--- src/design/flow_key_header_parser_unit_defines.svh ---
// Assertion macros for the flow key header parser; only the top level includes them.
`ifndef FLOW_KEY_HEADER_PARSER_UNIT_DEFINES_SVH
`define FLOW_KEY_HEADER_PARSER_UNIT_DEFINES_SVH

// Property that must hold at every clock outside reset.
`define FKHP_ASSERT_ALWAYS(lbl, cond, msg) \
	lbl: assert property (@(posedge clk) disable iff (!arst_n) (cond)) else $error(msg);

// Same-cycle implication.
`define FKHP_ASSERT_IMPL(lbl, ante, cons, msg) \
	lbl: assert property (@(posedge clk) disable iff (!arst_n) (ante) |-> (cons)) \
		else $error(msg);

`endif

--- src/design/fkhp_pkg.sv ---
// Package: constants, result type and field layout of the flow key header parser.
package fkhp_pkg;

	localparam int MAX_TAGS_DEF = 2;
	localparam int LEN_BITS_DEF = 16;

	// IPv4 header offset never exceeds 14 + 4 * 3 bytes
	localparam int IPS_W = 8;

	localparam logic [15:0] ETH_TPID_Q    = 16'h8100;
	localparam logic [15:0] ETH_TPID_AD   = 16'h88a8;
	localparam logic [15:0] ETH_TYPE_IPV4 = 16'h0800;

	localparam logic [3:0] IPV4_VERSION = 4'd4;
	localparam logic [3:0] MIN_HDR_WORDS = 4'd5;
	localparam logic [7:0] IP_PROTO_TCP = 8'd6;
	localparam logic [7:0] IP_PROTO_UDP = 8'd17;
	localparam logic [7:0] UDP_HDR_BYTES = 8'd8;

	localparam int TCP_SYN_BIT = 1;
	localparam int TCP_ACK_BIT = 4;

	localparam int OUT_TDATA_W = 128;

	typedef struct packed {
		logic        accepted;
		logic [31:0] src_addr;
		logic [31:0] dst_addr;
		logic [15:0] sport;
		logic [15:0] dport;
		logic [7:0]  ip_proto;
		logic        syn_only;
		logic [15:0] frame_length;
	} fkhp_result_t;

endpackage

--- src/design/fkhp_parse.sv ---
// Header parse state and per-byte decode of the flow key header parser.
module fkhp_parse #(
	parameter int MAX_TAGS = fkhp_pkg::MAX_TAGS_DEF,
	parameter int LEN_BITS = fkhp_pkg::LEN_BITS_DEF
) (
	input  logic                   clk,
	input  logic                   arst_n,
	input  logic                   step,
	input  logic [7:0]             pkt_byte,
	input  logic                   last_byte,
	output fkhp_pkg::fkhp_result_t res
);
	import fkhp_pkg::*;

	localparam logic [LEN_BITS-1:0] LEN_MAX = '1;

	logic [LEN_BITS-1:0] pos_q;
	logic [15:0]         kind_q;
	logic [1:0]          tags_q;
	logic [IPS_W-1:0]    ip_start_q;
	logic [3:0]          ihl_q;
	logic [5:0]          frag_hi_q;
	logic [7:0]          proto_q;
	logic [63:0]         addr_q;
	logic [31:0]         port_q;
	logic [3:0]          doff_q;
	logic                syn_q;
	logic                ack_q;
	logic                rej_q;

	logic [15:0]         kind_n;
	logic [1:0]          tags_n;
	logic [IPS_W-1:0]    ip_start_n;
	logic [3:0]          ihl_n;
	logic [5:0]          frag_hi_n;
	logic [7:0]          proto_n;
	logic [63:0]         addr_n;
	logic [31:0]         port_n;
	logic [3:0]          doff_n;
	logic                syn_n;
	logic                ack_n;
	logic                rej_n;

	logic [15:0]         kind_sh;
	logic [LEN_BITS-1:0] tag_idx;
	logic [LEN_BITS-1:0] rel;
	logic [LEN_BITS-1:0] r4;
	logic [5:0]          l4_bytes;
	logic [LEN_BITS-1:0] count;
	logic [IPS_W-1:0]    need;
	logic                is_tcp;
	logic                ok;

	always_comb begin
		kind_n     = kind_q;
		tags_n     = tags_q;
		ip_start_n = ip_start_q;
		ihl_n      = ihl_q;
		frag_hi_n  = frag_hi_q;
		proto_n    = proto_q;
		addr_n     = addr_q;
		port_n     = port_q;
		doff_n     = doff_q;
		syn_n      = syn_q;
		ack_n      = ack_q;
		rej_n      = rej_q;

		kind_sh  = {kind_q[7:0], pkt_byte};
		tag_idx  = LEN_BITS'(13) + LEN_BITS'({tags_q, 2'b00});
		rel      = pos_q - LEN_BITS'(ip_start_q);
		l4_bytes = {ihl_q, 2'b00};
		r4       = rel - LEN_BITS'(l4_bytes);

		if (!rej_q) begin
			if (ip_start_q == '0) begin
				// still in the Ethernet header or its tags
				kind_n = kind_sh;
				if (pos_q == tag_idx) begin
					if ((kind_sh == ETH_TPID_Q || kind_sh == ETH_TPID_AD) &&
					    32'(tags_q) < MAX_TAGS) begin
						tags_n = tags_q + 2'd1;
					end else if (kind_sh == ETH_TYPE_IPV4) begin
						ip_start_n = pos_q[IPS_W-1:0] + IPS_W'(1);
					end else begin
						rej_n = 1'b1;
					end
				end
			end else if (pos_q >= LEN_BITS'(ip_start_q)) begin
				if (rel == '0) begin
					if (pkt_byte[7:4] != IPV4_VERSION || pkt_byte[3:0] < MIN_HDR_WORDS) begin
						rej_n = 1'b1;
					end else begin
						ihl_n = pkt_byte[3:0];
					end
				end else begin
					if (rel == LEN_BITS'(6)) begin
						frag_hi_n = pkt_byte[5:0];
					end else if (rel == LEN_BITS'(7)) begin
						if ({frag_hi_q, pkt_byte} != '0) begin
							rej_n = 1'b1;
						end
					end else if (rel == LEN_BITS'(9)) begin
						proto_n = pkt_byte;
						if (pkt_byte != IP_PROTO_TCP && pkt_byte != IP_PROTO_UDP) begin
							rej_n = 1'b1;
						end
					end else if (rel >= LEN_BITS'(12) && rel < LEN_BITS'(20)) begin
						addr_n = {addr_q[55:0], pkt_byte};
					end

					// transport header
					if (ihl_q >= MIN_HDR_WORDS && rel >= LEN_BITS'(l4_bytes)) begin
						if (r4 < LEN_BITS'(4)) begin
							port_n = {port_q[23:0], pkt_byte};
						end else if (proto_q == IP_PROTO_TCP && r4 == LEN_BITS'(12)) begin
							doff_n = pkt_byte[7:4];
							if (pkt_byte[7:4] < MIN_HDR_WORDS) begin
								rej_n = 1'b1;
							end
						end else if (proto_q == IP_PROTO_TCP && r4 == LEN_BITS'(13)) begin
							syn_n = pkt_byte[TCP_SYN_BIT];
							ack_n = pkt_byte[TCP_ACK_BIT];
						end
					end
				end
			end
		end

		count  = (pos_q == LEN_MAX) ? pos_q : pos_q + LEN_BITS'(1);
		is_tcp = (proto_n == IP_PROTO_TCP);
		need   = ip_start_n + IPS_W'({ihl_n, 2'b00}) +
		         (is_tcp ? IPS_W'({doff_n, 2'b00}) : UDP_HDR_BYTES);
		ok     = !rej_n && ip_start_n != '0 && ihl_n >= MIN_HDR_WORDS &&
		         (is_tcp ? (doff_n >= MIN_HDR_WORDS) : (proto_n == IP_PROTO_UDP)) &&
		         count >= LEN_BITS'(need);

		res.accepted     = ok;
		res.src_addr     = ok ? addr_n[63:32] : 32'd0;
		res.dst_addr     = ok ? addr_n[31:0] : 32'd0;
		res.sport        = ok ? port_n[31:16] : 16'd0;
		res.dport        = ok ? port_n[15:0] : 16'd0;
		res.ip_proto     = ok ? proto_n : 8'd0;
		res.syn_only     = ok && is_tcp && syn_n && !ack_n;
		res.frame_length = 16'(count);
	end

	always_ff @(posedge clk or negedge arst_n) begin
		if (!arst_n) begin
			pos_q      <= '0;
			kind_q     <= '0;
			tags_q     <= '0;
			ip_start_q <= '0;
			ihl_q      <= '0;
			frag_hi_q  <= '0;
			proto_q    <= '0;
			addr_q     <= '0;
			port_q     <= '0;
			doff_q     <= '0;
			syn_q      <= 1'b0;
			ack_q      <= 1'b0;
			rej_q      <= 1'b0;
		end else if (step) begin
			if (last_byte) begin
				// frame done: start afresh for the next one
				pos_q      <= '0;
				kind_q     <= '0;
				tags_q     <= '0;
				ip_start_q <= '0;
				ihl_q      <= '0;
				frag_hi_q  <= '0;
				proto_q    <= '0;
				addr_q     <= '0;
				port_q     <= '0;
				doff_q     <= '0;
				syn_q      <= 1'b0;
				ack_q      <= 1'b0;
				rej_q      <= 1'b0;
			end else begin
				pos_q      <= count;
				kind_q     <= kind_n;
				tags_q     <= tags_n;
				ip_start_q <= ip_start_n;
				ihl_q      <= ihl_n;
				frag_hi_q  <= frag_hi_n;
				proto_q    <= proto_n;
				addr_q     <= addr_n;
				port_q     <= port_n;
				doff_q     <= doff_n;
				syn_q      <= syn_n;
				ack_q      <= ack_n;
				rej_q      <= rej_n;
			end
		end
	end

endmodule

--- src/design/flow_key_header_parser_unit.sv ---
// Top level of the flow key header parser: input stage, parser and result register.
//
//  channel | dir | beat content                        | accepted when
//  s_*     | in  | one frame byte, tlast on final byte  | s_tvalid && s_tready
//  m_*     | out | one flow key result per frame        | m_tvalid && m_tready
//
// Sustained rate is one byte per clock while the result register is free for each last byte;
// each byte is decoded in a single pass between the input stage register and the result register.
// A frame's result is registered on the cycle its last byte leaves the input
// stage, so it shows on m_* once that byte has passed the input stage and the result register.
// Only a last byte waits on a full result register; other bytes always drain.
// arst_n clears the stage valids and all parse state; payload is not reset.
module flow_key_header_parser_unit #(
	parameter int MAX_TAGS = fkhp_pkg::MAX_TAGS_DEF,
	parameter int LEN_BITS = fkhp_pkg::LEN_BITS_DEF
) (
	input  logic                             clk,
	input  logic                             arst_n,
	input  logic                             s_tvalid,
	output logic                             s_tready,
	input  logic [7:0]                       s_tdata,  // [7:0] pkt_byte
	input  logic                             s_tlast,  // last_byte
	output logic                             m_tvalid,
	input  logic                             m_tready,
	// [31:0] src_addr, [63:32] dst_addr, [79:64] L4 source port,
	// [95:80] L4 destination port, [103:96] ip_proto, [104] syn_only,
	// [120:105] frame_length, [127:121] zero
	output logic [fkhp_pkg::OUT_TDATA_W-1:0] m_tdata,
	output logic                             m_tuser   // [0] accepted
);
	import fkhp_pkg::*;

	`include "flow_key_header_parser_unit_defines.svh"

	localparam int RES_DATA_W = $bits(fkhp_result_t) - 1;

	// input stage
	logic         valid_s1;
	logic [7:0]   byte_s1;
	logic         last_s1;

	// result register
	logic         out_valid_q;
	fkhp_result_t res_q;

	fkhp_result_t res;
	logic         out_free;
	logic         step;

	// A non-last beat never needs the result slot, so it always moves on.
	assign out_free = !out_valid_q || m_tready;
	assign step     = valid_s1 && (!last_s1 || out_free);
	assign s_tready = !valid_s1 || step;

	always_ff @(posedge clk or negedge arst_n) begin
		if (!arst_n) begin
			valid_s1 <= 1'b0;
		end else if (s_tready) begin
			valid_s1 <= s_tvalid;
		end
	end

	always_ff @(posedge clk) begin
		if (s_tvalid && s_tready) begin
			byte_s1 <= s_tdata;
			last_s1 <= s_tlast;
		end
	end

	fkhp_parse #(
		.MAX_TAGS (MAX_TAGS),
		.LEN_BITS (LEN_BITS)
	) u_parse (
		.clk       (clk),
		.arst_n    (arst_n),
		.step      (step),
		.pkt_byte  (byte_s1),
		.last_byte (last_s1),
		.res       (res)
	);

	always_ff @(posedge clk or negedge arst_n) begin
		if (!arst_n) begin
			out_valid_q <= 1'b0;
		end else if (step && last_s1) begin
			out_valid_q <= 1'b1;
		end else if (m_tready) begin
			out_valid_q <= 1'b0;
		end
	end

	always_ff @(posedge clk) begin
		if (step && last_s1) begin
			res_q <= res;
		end
	end

	assign m_tvalid = out_valid_q;
	assign m_tuser  = res_q.accepted;
	assign m_tdata  = {
		(OUT_TDATA_W - RES_DATA_W)'(0),
		res_q.frame_length,
		res_q.syn_only,
		res_q.ip_proto,
		res_q.dport,
		res_q.sport,
		res_q.dst_addr,
		res_q.src_addr
	};

	// rejected frames carry only the length
	`FKHP_ASSERT_IMPL(a_reject_clear, m_tvalid && !m_tuser, m_tdata[104:0] == '0, "rejected result carries key fields")
	// SYN flag only on an accepted TCP key
	`FKHP_ASSERT_IMPL(a_syn_tcp, m_tvalid && m_tdata[104], m_tuser && m_tdata[103:96] == IP_PROTO_TCP, "syn_only without accepted TCP key")
	// a byte that is not the last must never stall in the input stage
	`FKHP_ASSERT_IMPL(a_mid_drain, valid_s1 && !last_s1, s_tready, "mid-frame byte held in input stage")
	// a fresh result only follows a last byte leaving the input stage
	`FKHP_ASSERT_IMPL(a_res_origin, m_tvalid && !$past(m_tvalid), $past(step && last_s1), "result without a last byte")

endmodule
--- config.mk ---
export PLATFORM = sky130hd
export DESIGN_NAME = flow_key_header_parser_unit
export DESIGN_NICKNAME = d
export VERILOG_FILES = /design/src/design/fkhp_pkg.sv /design/src/design/fkhp_parse.sv /design/src/design/flow_key_header_parser_unit.sv
export VERILOG_INCLUDE_DIRS = /design/src /design/src/design
export SDC_FILE = /design/constraint.sdc
export NUM_CORES = 1
export LEC_CHECK = 0
export BUFFER_PORTS_ARGS = -buffer_cell sky130_fd_sc_hd__buf_2
export CORE_MARGIN = 2
export CORE_UTILIZATION = 65
export DETAILED_ROUTE_END_ITERATION = 6
export HOLD_SLACK_MARGIN = 0.12
export PLACE_DENSITY = 0.93
export SYNTH_ARGS = -nofsm -noshare
export SYNTH_HDL_FRONTEND = slang
export SYNTH_HIERARCHICAL = 1
export SYNTH_SLANG_ARGS = --single-unit
--- constraint.sdc ---
create_clock -name clk -period 20 [get_ports clk]
set_input_delay 4 -clock clk [delete_from_list [all_inputs] [get_ports clk]]
set_output_delay 4 -clock clk [all_outputs]
set_load 0.03 [all_outputs]
Word-level counts from Yosys, hierarchy flattened
Cells that the tools add are included.
- $add $sub $neg: 8
- $lt $le $gt $ge: 12
- eq/ne operators: 19
- muxes and demuxes: 100
- reduce and logical (&&, ||, !) cells: 39
- operators by type and width (cell ; count):
    2-to-1 mux 64 bit ; 9
    2-to-1 mux 32 bit ; 7
    2-to-1 mux 8 bit ; 17
    2-to-1 mux 4 bit ; 14
    == test 16 bit, second input constant ; 3
    == test 16 x 4 -> 1 bit, second input constant ; 3
    2-to-1 mux 6 bit ; 7
    2-to-1 mux 1 bit ; 39
    == test 16 x 3 -> 1 bit, second input constant ; 2
    greater-or-equal comparator 16 x 8 -> 1 bit ; 2
    2-to-1 mux 16 bit ; 2
    adder 16 x 1 -> 16 bit, second input constant ; 1
    == test 16 x 12 -> 1 bit, second input constant ; 1
    == test 16 bit ; 1
    == test 8 x 3 -> 1 bit, second input constant ; 2
    greater-or-equal comparator 16 x 4 -> 1 bit, second input constant ; 1
    greater-or-equal comparator 16 x 6 -> 1 bit ; 1
    logical AND 1 bit ; 16
    zero test 16 bit ; 1
    < comparator 16 x 3 -> 1 bit, second input constant ; 1
    < comparator 16 x 5 -> 1 bit, second input constant ; 1
    subtractor 16 x 6 -> 16 bit ; 1
    subtractor 16 x 8 -> 16 bit ; 1
    nonzero test 14 bit ; 1
    other kinds (22) ; 44
- register bits: 288
- bits of input ports: 13
- output and inout bits: 131
- word-level logic and storage cells: 203

Logic depth before layout (Yosys ltp)
Gate-level depths: netlist of the first run.
- word-level depth: 22
- depth in mapped cells: 35
- gate-level depth less buffers: 32

Cells and area by module
Netlist of the first run, hierarchy kept.
- by module, submodules not included (module ; times used ; cells each ; area an instance (um^2) ; seq. area each (um^2)):
    fkhp_parse ; 1 ; 1145 ; 11214.5 ; 3878.7
    flow_key_header_parser_unit ; 1 ; 149 ; 4096.4 ; 3983.8

Worst setup path before layout of the first run
No wires, ideal clock.
- kind: in2reg
- from: input m_tready
- to: register res_q (netlist bit m_tdata[0]) (enable)
- setup time: 0.604 ns
- arrival: 9.133 ns
- required time: 19.396 ns
- setup slack: 10.263 ns
- cell stages on the path: 2
- path buffers: 0
- cells stage by stage: nor2b_1 -> nor2_1
- longest elaborated chain between the ends: 4
- ends and longest elaborated chain (element ; RTL line ; text):
    start, declared ; flow_key_header_parser_unit.sv:24 ; input logic m_tready,
    logical OR 1 bit ; flow_key_header_parser_unit.sv:51 ; assign out_free = !out_valid_q || m_tready;
    logical OR 1 bit ; flow_key_header_parser_unit.sv:52 ; assign step = valid_s1 && (!last_s1 || out_free);
    logical AND 1 bit ; flow_key_header_parser_unit.sv:52 ;
    logical AND 1 bit ; flow_key_header_parser_unit.sv:93 ; if (step && last_s1) begin
    end signal, assigned ; flow_key_header_parser_unit.sv:94 ; res_q <= res;
    end, declared ; flow_key_header_parser_unit.sv:44 ; fkhp_result_t res_q;
No other way between the ends.
A chain may end at the register's enable or synchronous reset.

Worst setup path in the final report of the first run
- from: register u_parse.pos_q[0]
- to: register res_q (netlist bit m_tdata[4]) (data pin)
- longest elaborated chain between the ends: 18
- elaborated cells on any way between the ends: 78
- those cells by class: add/sub: 6; order compare: 8; eq/ne: 8; mux: 46; reduce/logical: 10
- ends and longest elaborated chain (element ; RTL line ; text):
    start, declared ; fkhp_parse.sv:17 ; logic [LEN_BITS-1:0] pos_q;
    start signal, assigned ; fkhp_parse.sv:179 ; pos_q <= count;
    branches (longest 18 deep; another with subtractor 16 x 8 -> 16 bit) ; - ;
Parallel ways; which one is timed is not known.

==> results of run 1 <==
## layout make-up
type,count,area share [%]
inverters,38,0.8541
well taps,319,2.349
flip-flops and latches,288,46.27
clock inverters,16,1.303
clock buffers,38,4.705
repair buffers,152,4.749
multi-input cells,858,39.77
## worst max path at each step
stage	startpoint	end	depth (start not counted)	slack [ns]
2_1_floorplan	m_tready	m_tdata[0]	2	10.26
3_3_place_gp	m_tready	s_tready	3	11.50
3_5_place_dp	u_parse/pos_q[0]	m_tdata[6]	33	11.25
4_1_cts	u_parse/pos_q[0]	m_tdata[4]	33	11.20
5_1_grt	u_parse/pos_q[0]	m_tdata[4]	33	10.44
6_report	u_parse/pos_q[0]	m_tdata[4]	33	11.05
## cells in the final DEF, fill, tap and decap left out, types with 6 or more instances in the layout
cell type | netlist | final
conb_1 | 2 | 11
mux2_2 | 6 | 6
nand3_1 | 22 | 22
a21oi_1 | 27 | 27
nand2b_1 | 13 | 13
ha_1 | 27 | 27
a22o_1 | 26 | 26
xor2_1 | 10 | 10
o21ai_0 | 20 | 20
o21a_1 | 7 | 7
xnor2_1 | 14 | 14
nand2_1 | 39 | 39
a21o_1 | 9 | 9
nor4_1 | 11 | 11
clkbuf_16 | 0 | 29
nand4_1 | 8 | 8
dfrtp_1 | 157 | 157
mux2i_1 | 101 | 101
o22ai_1 | 8 | 8
a22oi_1 | 107 | 107
buf_2 | 17 | 135
a31oi_1 | 8 | 8
buf_4 | 15 | 16
nor3_1 | 39 | 39
nor3_2 | 79 | 79
nor2b_1 | 6 | 6
nor2_1 | 53 | 51
inv_1 | 37 | 37
edfxtp_1 | 131 | 131
o2bb2ai_1 | 113 | 113
fa_1 | 7 | 7
## flip-flops by register name (all words and copies together), names as in the netlist, 6 cells and up
name                flops
u_parse/kind_q          8
u_parse/addr_q         64
byte_s1                 8
u_parse/frag_hi_q       6
u_parse/proto_q         8
u_parse/pos_q          16
u_parse/ip_start_q      8
m_tdata               121
u_parse/port_q         32
## critical path, delay by kind of cell (launching register included)
kind	cells	cell delay, ns
AND/OR/NAND/NOR	11	2.58
multiplexers	1	0.35
AO/OA/AOI/OAI	7	1.31
adder cells (fa/ha/maj)	7	2.28
XOR/XNOR	2	0.50
flip-flops	1	0.46
buffers and inverters	5	1.07
## power by group
| part | total [mW] | leakage (nW) | internal (mW) | switching (mW) |
|---|---|---|---|---|
| clock network | 0.576 | 0.501 | 0.347 | 0.229 |
| logic | 0.206 | 3.19 | 0.0658 | 0.141 |
| registers | 0.660 | 3.39 | 0.642 | 0.0177 |
## per-layer routing
metal / up-vias / track usage (%) / part of all wire (%)
met3: 101 / 4.928 / 7.3
met1: 5608 / 40.55 / 41
met5: - / 0 / 0
li1: 5111 / - / -
met4: 0 / 11.21 / 3.5
met2: 585 / 46.33 / 48
## logic make-up (layout without fill, tap and decap cells)
family | count (synthesis) | count (layout)
other | 2 | 11
DFF | 288 | 288
AOI/OAI and AO/OA | 359 | 359
adders and majority gates | 34 | 34
muxes | 107 | 107
buffers and inverters | 157 | 244
xor gates and xnor gates | 25 | 25
and+or+nand+nor | 322 | 322
## metrics by stage
step                setup slack (ns)  utilization [%]
CTS                            11.20            73.05
floorplan                      10.26                -
detailed placement             11.25            68.66
finish                         11.05            73.05
global placement               11.50            68.66
global route                   10.44            73.05
==> flow_summary.toml, run 1 <==
[status]
status = "complete, no violations"

[timing]
post-route-period-util_pct = 44.76
setup_viol = 0
hold_ws_ns = 0.5095
rsz0062_at_grt = "false"
tightest_slew_ns = 0.9722
max_slew_margin_pct = 35.18
skew_ns = 0.01994
drv_slew = 0
hold_viol_final = 0
finalSetupTns_ns = 0
max_freq_mhz = 111.7
fin_crit_ns = 8.953

[cts]
clockBufferDepth = 3
cts-root-buf = "clkbuf_16"
numCtsBuffers = 29
cts_tree = "built"
cts-htree-levels = 1
cts_setup_buffers = 0
cts_sinks = 288
postCtsHoldBufs = 0
path_clk_slew_ns = 0.06
cts_resized = 0
insertion_delay_ns = 0.56

[floorplanning]
io_pins = 144
initial_utilization_pct = 65.82
dieArea_um2 = 24800
die_w_um = 157.5
rows = 56
die_y_um = 157.5
coreArea_um2 = 23260

[drt]
drt_iter0_markers = 1353
vias = 11410
ant_nets = 0
viasPerCell = 6.673
remaining_drc_errors = 0
wl_per_cell_um = 21.22
wl_mm = 36.27
firstDrtPassIters = 6

[power]
power_density_nw_per_um2 = 84.84
p_leak_nw = 7.083
peakVddDrop_uv = 98.47
power_mw = 1.442

[final_layout]
multi_input_area_um2 = 6758
final_area_um2 = 16990
fillCellCount = 1565
diodes = 0
area_delta_synth_final_pct = 10.98
drive_gt1_share_pct = 22.16
regArea_um2 = 7863
final_nets = 1414
layoutNonFillerInstCount = 1709

[hold_path]
hp-class = "flip-flop to flip-flop"
min_to = "u_parse/kind_q[2]"
min_delay_path_depth = 1
min_from = "u_parse/kind_q[2]"

[worst_setup_path]
cp.required_ns = 20.27
cp-end-kind = "flip-flop"
r2r_start = "u_parse/pos_q[0]"
worstSetupPathType = "flip-flop to flip-flop"
slowest_delay_ns = 0.74
r2r_end = "m_tdata[4]"
critPathMaxFanout = 54
startpoint_type = "flip-flop"
worstPathArrival_ns = 9.22
r2r_slack_ns = 11.05
worst_path_max_delay_cell = "buf_4"
r2r_cells = 33

[logic_synthesis]
synth_mux_area_share_pct = 7.044
synthDistinctLibCells = 77
synth_xor_area_share_pct = 1.520
synthAdderAreaFrac_pct = 3.122
seq_area_frac_synth_pct = 51.35
netlist_instances = 1294
synth-seq-cells = 288
synth_area_per_cell_um2 = 11.83
synth_common_cells = "157 x dfrtp_1, 131 x edfxtp_1, 113 x o2bb2ai_1, 107 x a22oi_1, 101 x mux2i_1"
synth-main-ff-cell = "dfrtp_1"
async_flop_share_pct = 54.51
netlist_area_um2 = 15310
synth_top_area_share_pct = 25.69
synth.top_cells.by_area = "edfxtp_1 26%, dfrtp_1 26%, mux2i_1 6.6%"
synth_top_family_by_area = "compound AO/OA/AOI/OAI gates"
yosys.area.top_type = "edfxtp_1"
synth_edf_count = 131
synth_compound_area_share_pct = 18.14
yosysMostFrequentCell = "dfrtp_1"
synth-simple-area-share_pct = 13.88
yosysWarnings = 6

[place]
place_hpwl_mm = 22.54
portBuffers = 136
dp_cells = 1655
routabilityCongestion = 1.007
placed_area_um2 = 15970

[global_route]
grt_start_max_net_pins = 99
antenna_found_initial = 0
grt_pass1_wl_mm = 57.67
grt_pass1_vias = 10950
track_usage_pct = 29.18
grt_overflow = 0

[run]
maxCapViolCount = 0
Power figures use the tool's default switching activity.
==> inputs of run 2 (changes only) <==
Settings changed: CORE_UTILIZATION 65 to 54, PLACE_DENSITY 0.93 to 0.84.
Clock period 20 ns to 7.55 ns, I/O delays scaled along.
==> run 2 against run 1 <==
Register-to-register slack lost 11 ns. Non-clock buffer count rose by 41. Worst hold slack got worse by 0.018 ns. Total power grew to 2.7 times the previous value. Clock skew down 0.00080 ns. Largest cell class unchanged.
==> flow_summary.toml, run 2 (synthesized netlist as in run 1, its figures left out) <==
[final_layout]
utilization_pct = 63.27
area_delta_synth_final_pct = 15.11
layout_commonest_cell = "dfrtp_1"
final_cell_mix = "156 x dfrtp_1, 135 x buf_2, 131 x edfxtp_1"
fillCellCount = 2108
final_nets = 1458
final_area_um2 = 17620
largest_register_ffs = 121
layoutNonFillerInstCount = 1813
drive_gt1_share_pct = 25.78
diodes = 0

[global_route]
track_usage_pct = 24.20
grt_overflow = 0
antenna_found_initial = 0
grt_start_max_net_pins = 100
grt_pass1_wl_mm = 57.17
grt_pass1_vias = 10630

[drt]
dr_wl_met3_mm = 2.722
route.met2.wl_mm = 18.07
wl_per_cell_um = 21.12
vias = 11340
remaining_drc_errors = 0
firstDrtPassIters = 6
topRoutingLayerUsed = "met4"
wl_met1_mm = 16.38
drt_iter0_markers = 1209
viasPerCell = 6.257
ant_nets = 0
wl_mm = 38.29

[timing]
drv_slew = 0
finalSetupTns_ns = 0
tightest_slew_ns = 1.059
hold_viol_final = 0
fin_crit_ns = 7.317
max_slew_margin_pct = 29.43
skew_ns = 0.01914
max_freq_mhz = 136.7
post-route-period-util_pct = 96.91
setup_viol = 0

[worst_setup_path]
crit_cells = 28
worstSetupPathType = "flip-flop to flip-flop"
worst_path_max_delay_cell = "a211oi_2"
path_buf_inv = 4
r2r_cells = 28
cp.required_ns = 7.83
slowest_delay_ns = 0.48
startpoint_type = "flip-flop"
cp-end-kind = "flip-flop"
cpLargestDelayFamily = "compound AO/OA/AOI/OAI gates"
worstPathArrival_ns = 7.60
r2r_slack_ns = 0.23
critPathMaxFanout = 8

[cts]
numCtsBuffers = 30
cts-htree-levels = 1
clockBufferDepth = 3
path_clk_slew_ns = 0.06
insertion_delay_ns = 0.57
postCtsHoldBufs = 0
cts_tree = "built"
cts-root-buf = "clkbuf_16"
cts_sinks = 288

[floorplanning]
initial_utilization_pct = 54.96
die_y_um = 172.4
coreArea_um2 = 27860
io_pins = 144
die_w_um = 172.4
dieArea_um2 = 29720
rows = 61

[power]
power_mw = 3.825
peakVddDrop_uv = 192.4
power_density_nw_per_um2 = 217.0
p_leak_nw = 7.376

[status]
status = "complete, no violations"

[hold_path]
min_delay_path_depth = 2
hp-class = "flip-flop to flip-flop"

[place]
portBuffers = 136
place_hpwl_mm = 23.51
placed_area_um2 = 16300
dp_cells = 1743
routabilityCongestion = 0.9287

[run]
maxCapViolCount = 0
[run 2: changes by cell type in the layout (fill, tap and decap cells not counted), moves of 3 or more]
cell and change:
bufinv_16 -5, clkbuf_16 +9, buf_4 +29, clkinv_2 +3, buf_6 +3, clkinv_1 -4
buf_12 +3
[run 2: power by group]
part	total [mW]	internal, mW	switching (mW)
combinational	0.621	0.213	0.408
sequential	1.73	1.70	0.0321
clock	1.47	0.854	0.618
[run 2: worst min-delay path, cell delays in order, from the launching register on]
cell	delay (ns)
dfrtp_1	0.34
nand2_1	0.05
o21ai_0	0.07
[run 2: final cells by class]
class	count	area [um^2]	share of cell area, %
Clock buffer	46	934.6	5.303
Clock inverter	10	67.56	0.3834
Inverter	38	145.1	0.8235
Multi-Input combinational cell	860	6869	38.97
Sequential cell	288	7864	44.62
Tap cell	378	473.0	2.684
Timing Repair Buffer	193	1271	7.213
[run 2: final timing paths]
kind / startpoint / end
max in group asynchronous: arst_n / u_parse/pos_q[1]
worst min-delay path: u_parse/frag_hi_q[5] / u_parse/frag_hi_q[5]
worst max register to register: u_parse/ip_start_q[0] / m_tdata[42]
worst min register to register: u_parse/frag_hi_q[5] / u_parse/frag_hi_q[5]
min in group asynchronous: arst_n / u_parse/addr_q[23]
worst max-delay path: u_parse/ip_start_q[0] / m_tdata[42]
[run 2: timing repair]
item | CTS | global route
pin swaps | 0 | 8
hold endpoints to repair | 0 | 0
setup buffers | 0 | 3
gates cloned | 0 | 11
endpoints found under the setup margin | 46 | 102
gates resized for setup | 1 | 22
[run 2: stage by stage]
step,hold WS (ns),setup slack (ns)
final,0.4918,0.2333
after global routing,0.5194,-0.05586
after CTS,0.4930,0.006307
after detailed placement,0.4763,-0.02238
after global placement,0.4629,0.1812
after floorplan,0.4502,0.3026
[run 2: routing by layer]
layer / vias up / GRT usage [%]
li1: 5183 / -
met1: 5567 / 34.79
met2: 520 / 38.16
met3: 74 / 3.960
met4: 0 / 6.723
met5: - / 0
